`src/hdl/bba_pkg.sv`:
```
// ----------------------------------------------------------------------------
// bba_pkg: shared types and constants of the bitmap block allocator
// Item and result layouts, op and status codes, datapath command set.
// ----------------------------------------------------------------------------
package bba_pkg;

    localparam int MAX_BLOCKS = 65536;
    localparam int IDX_W      = $clog2(MAX_BLOCKS);
    localparam int CNT_W      = 17;
    localparam int POS_W      = IDX_W + 2;
    localparam int WORD_W     = 32;
    localparam int WORD_BITS  = $clog2(WORD_W);
    localparam int LANE_W     = 8;
    localparam int LANE_BITS  = WORD_BITS - 3;
    localparam int DEPTH      = (MAX_BLOCKS + WORD_W - 1) / WORD_W;
    localparam int ADDR_W     = (DEPTH > 1) ? $clog2(DEPTH) : 1;

    localparam logic [1:0] OP_ALLOC = 2'd0;
    localparam logic [1:0] OP_FREE  = 2'd1;
    localparam logic [1:0] OP_ADD   = 2'd2;

    localparam logic [1:0] ST_DONE    = 2'd0;
    localparam logic [1:0] ST_FAIL    = 2'd1;
    localparam logic [1:0] ST_IGNORED = 2'd2;

    typedef struct packed {
        logic [1:0]       op;
        logic [15:0]      start_block;
        logic [CNT_W-1:0] block_count;
    } t_item;

    typedef struct packed {
        logic [1:0]       status;
        logic [15:0]      alloc_index;
        logic [CNT_W-1:0] free_count;
        logic [CNT_W-1:0] used_count;
    } t_result;

    typedef enum logic [3:0] {
        C_NONE,
        C_INIT,
        C_LOAD,
        C_PASS1,
        C_PASS2,
        C_SCAN,
        C_CLEAR,
        C_FILL,
        C_FINISH
    } t_dp_cmd;

    typedef struct packed {
        logic init_done;
        logic alloc_go;
        logic fill_go;
        logic found;
        logic scan_end;
        logic fill_end;
    } t_dp_stat;

endpackage

```
`src/hdl/bba_ctrl.sv`:
```
// ----------------------------------------------------------------------------
// bba_ctrl: allocator controller
// Sequences memory init, dispatch, the two scan passes and run fills.
// ----------------------------------------------------------------------------
module bba_ctrl (
    input  logic               i_clk,
    input  logic               i_rst_n,
    input  logic               start,
    input  bba_pkg::t_dp_stat  i_stat,
    output bba_pkg::t_dp_cmd   o_cmd,
    output logic               busy
);
    import bba_pkg::*;

    typedef enum logic [2:0] {
        S_INIT,
        S_IDLE,
        S_DISPATCH,
        S_SCAN1,
        S_SCAN2,
        S_FILL
    } t_state;

    t_state r_state;
    t_state n_state;
    logic   r_busy;

    assign busy = r_busy;

    always_comb begin
        n_state = r_state;
        o_cmd   = C_NONE;
        unique case (r_state)
            S_INIT: begin
                o_cmd = C_INIT;
                if (i_stat.init_done) begin
                    n_state = S_IDLE;
                end
            end
            S_IDLE: begin
                if (start) begin
                    o_cmd   = C_LOAD;
                    n_state = S_DISPATCH;
                end
            end
            S_DISPATCH: begin
                priority if (i_stat.alloc_go) begin
                    o_cmd   = C_PASS1;
                    n_state = S_SCAN1;
                end else if (i_stat.fill_go) begin
                    o_cmd   = C_CLEAR;
                    n_state = S_FILL;
                end else begin
                    o_cmd   = C_FINISH;
                    n_state = S_IDLE;
                end
            end
            S_SCAN1: begin
                priority if (i_stat.found) begin
                    n_state = S_FILL;
                end else if (i_stat.scan_end) begin
                    o_cmd   = C_PASS2;
                    n_state = S_SCAN2;
                end else begin
                    o_cmd = C_SCAN;
                end
            end
            S_SCAN2: begin
                priority if (i_stat.found) begin
                    n_state = S_FILL;
                end else if (i_stat.scan_end) begin
                    o_cmd   = C_FINISH;
                    n_state = S_IDLE;
                end else begin
                    o_cmd = C_SCAN;
                end
            end
            S_FILL: begin
                if (i_stat.fill_end) begin
                    o_cmd   = C_FINISH;
                    n_state = S_IDLE;
                end else begin
                    o_cmd = C_FILL;
                end
            end
            default: begin
                n_state = S_INIT;
            end
        endcase
    end

    always_ff @(posedge i_clk) begin
        if (!i_rst_n) begin
            r_state <= S_INIT;
            r_busy  <= 1'b1;
        end else begin
            r_state <= n_state;
            r_busy  <= (n_state != S_IDLE);
        end
    end

endmodule

```
`config.mk`:
```
export PLATFORM = sky130hd
export DESIGN_NAME = bba_ctrl
export DESIGN_NICKNAME = d
export VERILOG_FILES = /design/src/hdl/bba_pkg.sv /design/src/hdl/bba_ctrl.sv
export SDC_FILE = /design/constraint.sdc
export NUM_CORES = 1
export LEC_CHECK = 0
export BUFFER_PORTS_ARGS = -buffer_cell sky130_fd_sc_hd__buf_2
export CAP_MARGIN = 20
export CORE_AREA = 2 2 39 41
export CTS_CLUSTER_SIZE = 14
export DETAILED_ROUTE_END_ITERATION = 8
export DIE_AREA = 0 0 41 43
export SKIP_CTS_REPAIR_TIMING = 1
export SYNTH_ARGS = -nofsm -noshare
export SYNTH_HDL_FRONTEND = slang
export SYNTH_SLANG_ARGS = --single-unit
```
`constraint.sdc`:
```
create_clock -name i_clk -period 3.3 [get_ports i_clk]
set_clock_uncertainty 0.05 [all_clocks]
set_input_delay 0.66 -clock i_clk [delete_from_list [all_inputs] [get_ports i_clk]]
set_output_delay 0.66 -clock i_clk [all_outputs]
set_load 0.03 [all_outputs]
```
==> results.py <==
metrics = {
    "status": {
        "outcome": "finished clean",
    },
    "final_layout": {
        "num-fill-cells": 148,
        "area_growth_pct": 21.7,
        "final_core_util": 0.329,
        "drive_gt1_frac": 0.339,
        "n_antenna_cell": 0,
        "final_area_sq_um": 455,
        "num-nets-final": 73,
    },
    "synthesis": {
        "synth_top_area_frac": 0.214,
        "ys_seq_area_frac": 0.214,
        "synth_compound_area_frac": 0.361,
        "yosysWarnings": 0,
        "yosys-top-cells-count": "a21oi_1, o21ai_0, dfxtp_1, inv_1, nor2_1",
        "syn-mean-instance-area_sq_um": 7.63,
        "netlist_instances": 49,
        "synthArstFlopShare": 0,
        "ys_top_cells_by_area": "dfxtp_1, a21oi_1, o21ai_0, nand2b_1, o32ai_2",
        "ys_types": 27,
        "ys.flop_type": "dfxtp_1",
        "ys_ff_latch": 4,
        "synthSimpleGateAreaFrac": 0.314,
        "synth_nets": 58,
        "synth_top_cell_by_area": "dfxtp_1",
        "synth_xor_area_frac": 0,
        "synth-edff-count": 0,
        "synthMuxAreaShare": 0,
        "synthAdderAreaFrac": 0,
        "syn-cell-area_sq_um": 374,
        "synth_top_family_by_area": "compound AO/OA/AOI/OAI gates",
    },
    "power": {
        "vdd_ir_drop_max_mv": 0.248,
        "p_per_area_nw_per_um2": 567,
        "finalPower_mw": 0.258,
        "leakagePower_nw": 0.185,
    },
    "timing": {
        "finalSetupViolCount": 0,
        "tightest_slew_ps": 445,
        "timing.final.ws_setup_ps": 976,
        "relSlewSlack": 0.703,
        "timing.final.hold_violations": 0,
        "fin_crit_sh": 0.704,
        "rsz0062_at_grt": "false",
        "fmaxAchievable_mhz": 430,
        "final.min_clock_period_ps": 2320,
        "maxSlewViolCount": 0,
        "tns_ps": 0,
    },
    "global_route": {
        "antenna_found_initial": 0,
        "grt_use_total": 0.115,
        "grt_pass1_wl_um": 1370,
        "grt_max_degree": 16,
        "grt_pass1_vias": 316,
        "grt.overflow.total": 0,
    },
    "critical_path": {
        "critPathLaunch": "r_state[1]",
        "start_kind": "register",
        "cp.required_ps": 2590,
        "slowest_delay_ps": 400,
        "cp_max_fo": 11,
        "reg2reg_depth": 4,
        "crit_chain": "inv_1 -> nand2_1 -> o32a_1 -> o21ai_0 -> buf_2",
        "r2r_start": "r_state[1]",
        "endpoint_kind": "output port",
        "r2r-end": "busy",
        "r2r_slack_ps": 1620,
        "crit_arrival_ps": 1610,
        "crit_slowest_cell": "dfxtp_1",
        "path_class": "reg2out",
        "endpoint": "o_cmd[2]",
    },
    "detailed_routing": {
        "wl_per_cell_um": 10.8,
        "vias_per_cell": 5.08,
        "vias": 396,
        "wl_um": 846,
        "antenna_left": 0,
        "drtPass1Iterations": 4,
        "drc": 0,
        "drt_iter0_drc": 13,
    },
    "placed_design": {
        "gp_congestion": 0.783,
        "place_ws_ps": 1020,
        "port_buffers": 13,
        "post-dp-hpwl_um": 633,
        "placed_cell_area_sq_um": 433,
    },
    "clock_network": {
        "cts_tree": "yes",
        "cts_sinks": 4,
        "cts_max_path_buffers": 2,
        "cts_max_level": 1,
        "cts_buffers": 3,
        "clock_latency_ps": 240,
        "clk_pin_slew_ps": 40,
        "ctsRootBufferMaster": "clkbuf_4",
    },
    "die": {
        "core_area_sq_um": 1380,
        "die_h_um": 43,
        "die_w_um": 41,
        "io_pins": 14,
        "rows": 14,
        "die-area_sq_um": 1760,
        "start_util": 0.270,
    },
    "flow_run": {
        "max_cap_viol_count": 0,
    },
    "min_path": {
        "min_path_type": "in2reg",
    },
}
-- registers in the layout, indices dropped and copies added (netlist names) --
| signal | cells |
|---|---|
| r_state | 3 |
| busy | 1 |
-- area by class of cell --
class	count	area, sq um	area share
tap	16	20.0	0.0440
timing repair buffer	13	65.1	0.143
sequential	4	80.1	0.176
multi-input combinational	38	253	0.555
inverter	4	15.0	0.0330
clock buffer	3	22.5	0.0495
-- logic make-up (layout without fill, tap and decap cells) --
| family | Yosys count | count (layout) |
|---|---|---|
| AOI/OAI and AO/OA | 19 | 19 |
| buffers and inverters | 7 | 20 |
| DFF | 4 | 4 |
| and+or+nand+nor | 19 | 19 |
-- layout by cell type, fill, tap and decap left out, types with 3 or more instances in the layout --
cell type / synthesis / final
a21oi_1: 5 / 5
buf_2: 0 / 13
clkbuf_4: 0 / 3
dfxtp_1: 4 / 4
inv_1: 4 / 4
nand2_1: 3 / 3
nand2b_1: 3 / 3
nor2_1: 4 / 4
o21ai_0: 5 / 5
-- routing by layer --
metal / wire (um) / global-route usage
met5: 0 / 0
met4: 0 / 0.0600
met3: 78 / 0.0471
met2: 334 / 0.131
met1: 433 / 0.175
-- report_power, final --
part | total, mW | internal, mW | switching (mW)
clock network | 0.0603 | 0.0406 | 0.0196
logic | 0.114 | 0.0456 | 0.0689
registers | 0.0835 | 0.0599 | 0.0237
total | 0.258 | 0.146 | 0.112
-- critical path: cells and delay by family, from the launching register on --
family          cells  cell delay [ps]
buf+inv             2              440
flops               1              400
compound gates      2              440
simple gates        1              110
-- how the worst min path moves through the flow --
stage	depth (start not counted)	from	endpoint
floorplan	1	r_state[2]	r_state[0]
detailed placement	2	r_state[1]	r_state[1]
finish	2	i_rst_n	r_state[2]
global placement	2	r_state[1]	r_state[1]
global route	2	i_rst_n	r_state[2]
CTS	2	i_rst_n	r_state[2]
-- stage by stage --
stage / hold WS (ps) / instances
floorplan: 485 / 49
global placement: 676 / 75
detailed placement: 664 / 75
CTS: 618 / 78
global route: 632 / 78
finish: 623 / 78
Note: power is estimated with default switching activity, not from simulation.
